[src/hw/rtl/cpsa_pkg.sv]
`timescale 1ns / 1ps
// ----------------------------------------------------------------------------
// cpsa_pkg
// Shared types, constants and the arctangent table for the phase sector
// activation pipeline.
// ----------------------------------------------------------------------------
package cpsa_pkg;

    localparam int DW = 44;
    localparam logic [31:0] TURN_HALF    = 32'h8000_0000;
    localparam logic [31:0] TURN_QUARTER = 32'h4000_0000;
    localparam logic [31:0] TURN_EIGHTH  = 32'h2000_0000;
    localparam logic signed [DW-1:0] INV_GAIN = DW'(652032874);

    typedef enum logic [1:0] {
        CFG_MODE  = 2'd0,
        CFG_COUNT = 2'd1,
        CFG_STEP  = 2'd2
    } t_cfg_idx;

    typedef struct packed {
        logic signed [DW-1:0] x;
        logic signed [DW-1:0] y;
        logic [31:0]          z;
        logic [1:0]           quad;
        logic [7:0]           sector;
        logic                 bad;
        logic                 hold;
    } t_data;

    function automatic logic [31:0] atan_turn(input int idx);
        logic [31:0] r;
        case (idx)
            0:  r = 32'h2000_0000;
            1:  r = 32'h12E4_051E;
            2:  r = 32'h09FB_385B;
            3:  r = 32'h0511_11D4;
            4:  r = 32'h028B_0D43;
            5:  r = 32'h0145_D7E1;
            6:  r = 32'h00A2_F61E;
            7:  r = 32'h0051_7C55;
            8:  r = 32'h0028_BE53;
            9:  r = 32'h0014_5F2F;
            10: r = 32'h000A_2F98;
            11: r = 32'h0005_17CC;
            12: r = 32'h0002_8BE6;
            13: r = 32'h0001_45F3;
            14: r = 32'h0000_A2FA;
            15: r = 32'h0000_517D;
            16: r = 32'h0000_28BE;
            17: r = 32'h0000_145F;
            18: r = 32'h0000_0A30;
            19: r = 32'h0000_0518;
            20: r = 32'h0000_028C;
            21: r = 32'h0000_0146;
            22: r = 32'h0000_00A3;
            23: r = 32'h0000_0051;
            default: r = 32'h0;
        endcase
        return r;
    endfunction

endpackage

[src/hw/rtl/cpsa_cordic_stage.sv]
`timescale 1ns / 1ps
// ----------------------------------------------------------------------------
// cpsa_cordic_stage
// One registered CORDIC micro-rotation, vectoring or rotation mode.
// ----------------------------------------------------------------------------
module cpsa_cordic_stage #(
    parameter int IDX    = 0,
    parameter bit ROTATE = 1'b0
) (
    input  logic            i_clk,
    input  logic            i_rst_n,
    input  logic            i_valid,
    output logic            o_ready,
    input  cpsa_pkg::t_data i_data,
    output logic            o_valid,
    input  logic            i_ready,
    output cpsa_pkg::t_data o_data
);
    logic            r_valid;
    cpsa_pkg::t_data r_data;
    cpsa_pkg::t_data n_data;

    assign o_ready = !r_valid || i_ready;

    always_comb begin
        logic signed [cpsa_pkg::DW-1:0] dx;
        logic signed [cpsa_pkg::DW-1:0] dy;
        logic                           pos;
        dx = i_data.y >>> IDX;
        dy = i_data.x >>> IDX;
        n_data = i_data;
        pos = 1'b0;
        if (ROTATE) begin
            pos = !i_data.z[31];
            if (pos) begin
                n_data.x = i_data.x - dx;
                n_data.y = i_data.y + dy;
                n_data.z = i_data.z - cpsa_pkg::atan_turn(IDX);
            end else begin
                n_data.x = i_data.x + dx;
                n_data.y = i_data.y - dy;
                n_data.z = i_data.z + cpsa_pkg::atan_turn(IDX);
            end
        end else if (!i_data.hold) begin
            pos = !i_data.y[cpsa_pkg::DW-1];
            if (pos) begin
                n_data.x = i_data.x + dx;
                n_data.y = i_data.y - dy;
                n_data.z = i_data.z + cpsa_pkg::atan_turn(IDX);
            end else begin
                n_data.x = i_data.x - dx;
                n_data.y = i_data.y + dy;
                n_data.z = i_data.z - cpsa_pkg::atan_turn(IDX);
            end
        end
    end

    always_ff @(posedge i_clk) begin
        if (!i_rst_n) begin
            r_valid <= 1'b0;
        end else if (o_ready) begin
            r_valid <= i_valid;
        end
        if (o_ready && i_valid) begin
            r_data <= n_data;
        end
    end

    assign o_valid = r_valid;
    assign o_data  = r_data;
endmodule

[config.mk]
export PLATFORM = sky130hd
export DESIGN_NAME = cpsa_cordic_stage
export DESIGN_NICKNAME = d
export VERILOG_FILES = /design/src/hw/rtl/cpsa_pkg.sv /design/src/hw/rtl/cpsa_cordic_stage.sv
export SDC_FILE = /design/constraint.sdc
export NUM_CORES = 1
export LEC_CHECK = 0
export ABC_AREA = 1
export BUFFER_PORTS_ARGS = -buffer_cell sky130_fd_sc_hd__buf_4
export CAP_MARGIN = 40
export CORE_MARGIN = 5
export CORE_UTILIZATION = 54
export CTS_BUF_LIST = sky130_fd_sc_hd__clkbuf_4 sky130_fd_sc_hd__clkbuf_8
export DETAILED_ROUTE_END_ITERATION = 7
export PLACE_DENSITY_LB_ADDON = 0.05
export SKIP_CTS_REPAIR_TIMING = 1
export SYNTH_ARGS = -nofsm -noshare
export SYNTH_HDL_FRONTEND = slang
export SYNTH_SLANG_ARGS = --single-unit
export TNS_END_PERCENT = 1
[constraint.sdc]
create_clock -name i_clk -period 8.2 [get_ports i_clk]
set_input_delay 1.64 -clock i_clk [delete_from_list [all_inputs] [get_ports i_clk]]
set_output_delay 1.64 -clock i_clk [all_outputs]
set_load 0.1 [all_outputs]
==> qor.yml <==
seq_area_frac_synth_pct: 23.9
cts_inserted_buffers: 17
drv_slew: 0
layout-drive-gt1-share_pct: 14.9
power.density_nw_per_um2: 154
grt_max_degree: 72
dpl.hpwl_um: 57000
dpl_worst_slack_ns: 3.55
yosys.area.top_type: "edfxtp_1"
core-area_sq_um: 30500
ys.flop_type: "edfxtp_1"
vdd_ir_drop_max_v: 0.000125
drtIter0Drc: 2411
gp_congestion: 1.14
yosysMostFrequentCell: "nand2_1"
vias: 18999
grt_usage_pct: 39.1
setup_viol: 0
cp_common_cell: "nand2_1"
syn-cell-area_sq_um: 16700
period_minus_slack_ns: 4.24
cts_tree: "built"
whs_ns: 0.612
clock_sinks: 133
grt_pass1_wl_um: 102000
ys_ff_latch: 133
status: "finished clean"
overflow: 0
critical-path-slowest-cell: "fa_1"
ant_nets: 0
worstPathArrival_ns: 4.46
clock_latency_ns: 0.50
fin_ws_ns: 3.96
area_delta_synth_final_pct: 14.9
tightest_slew_ns: 0.895
cp_max_fo: 5
syn_nets: 2983
leakage_nw: 10.5
cp_cell_sequence: "buf_4 > inv_1 > ha_1 > fa_1 > o21ai_2 > nand2_1 > nand2_1 > nand2_1 > nand2_1 > nand2_1 > nand3_1 > nand3_1 > nand2_1 > o22ai_1"
start_util_pct: 54.6
drc_errors: 0
dieHeight_um: 186
antenna_found_initial: 0
critPathKind: "in2reg"
grt_pass1_vias: 17808
ys_warn_count: 0
rows: 64
finalCoreUtilization_pct: 62.7
port_buffers: 269
io-pin-count: 270
netlist_top_cells_area: "edfxtp_1 24%, nand2_1 22%, ha_1 11%"
maxCapViolCount: 0
rsz0062_at_grt: "no"
start_kind: "input port"
timing.setup.tns_ns: 0
synth_top_cell_area_share_pct: 23.8
avgSynthCellArea_sq_um: 6.18
finClkSkew_ns: 0.0179
synth_commonest_cells: "997 x nand2_1, 444 x inv_1, 216 x nand3_1"
critPathRequiredTime_ns: 8.42
clockBufferDepth: 2
clock-root-buffer: "clkbuf_8"
num-nets-final: 3198
hp-class: "reg2reg"
synthArstFlopShare_pct: 0
wl_per_cell_um: 20.9
finalPower_mw: 2.95
maxSlewHeadroom_pct: 40.4
final-hold-violation-count: 0
cpPeakStageDelay_ns: 0.63
dr.pass1.iters: 7
synth_cell_types: 48
via_per_inst: 5.72
syn_inst: 2698
die_width_um: 186
wirelength_um: 69500
fin_crit_sh_pct: 51.7
endpoint_kind: "flip-flop"
clock.fmax_mhz: 236
synth_edf_count: 132
htreeDepth: 4
dieArea_sq_um: 34500
clkTransAtPathRegs_ns: 0.09
-- flip-flops by register name (all words and copies together), names as in the netlist --
name     count
o_valid      1
o_data     132
-- cell families after synthesis --
kind of cell | after synthesis | share of synthesized area (%)
simple gates | 1537 | 39.1
fa+ha+maj | 149 | 11.4
xor+xnor | 33 | 1.73
flops | 133 | 23.9
buf+inv | 538 | 13.2
compound gates | 308 | 10.7
-- metrics by stage --
stage / cells / cell area (sq um)
global route: 3322 / 19100
global placement: 3289 / 18700
CTS: 3322 / 19100
floorplan: 2698 / 16700
finish: 3323 / 19100
detailed placement: 3290 / 18800
-- cell usage in the layout (no fill, tap or decap), drive strengths merged, types with 2 or more instances in the layout --
| cell | instances |
|---|---|
| and2 | 5 |
| o21bai | 28 |
| fa | 4 |
| nor2 | 243 |
| inv | 461 |
| nand4 | 19 |
| o211ai | 14 |
| nand2 | 1034 |
| buf | 275 |
| xnor2 | 5 |
| clkbuf | 18 |
| or2 | 5 |
| o221ai | 2 |
| edfxtp | 132 |
| o21ai | 93 |
| o22ai | 8 |
| clkinv | 10 |
| ha | 145 |
| a31oi | 14 |
| xor2 | 28 |
| a21oi | 140 |
| nand3 | 220 |
| nor3 | 9 |
| o21a | 5 |
-- critical path, delay by kind of cell --
family / cells / cell delay [ns]
and+or+nand+nor: 8 / 1.20
adders and majority gates: 2 / 0.92
AOI/OAI and AO/OA: 2 / 0.54
buffers and inverters: 2 / 0.15
-- final timing paths --
path | slack [ns] | to | startpoint | cells after the start
worst max register to register | 6.32 | o_data[58] | o_valid | 3
worst max-delay path | 3.96 | o_data[112] | i_data[88] | 14
worst min-delay path | 0.61 | o_valid | o_valid | 2
worst min register to register | 0.61 | o_valid | o_valid | 2
-- power breakdown --
part	leakage [nW]	switching, mW	total [mW]	internal [mW]
Clock	0.186	0.318	0.563	0.245
Combinational	8.98	1.16	1.55	0.384
Sequential	1.29	0.0182	0.839	0.820
Total	10.5	1.50	2.95	1.45
-- final cells by class --
class                   count  area (sq um)
inverters                 459          1720
diodes                      1          2.50
repair buffers            275          2080
flip-flops and latches    133          3980
clock buffers              18           241
clock inverters            14           126
multi-input cells        2027         10500
fillers                  2815         11400
well taps                 396           495
-- metal layers --
metal	up-vias	share of wire (%)	track usage [%]
li1	8853	-	-
met1	8730	40	51.0
met2	1194	44	61.6
met3	222	11	8.81
met4	0	5.5	18.8
met5	-	0	0
(Power assumes the default switching activity.)
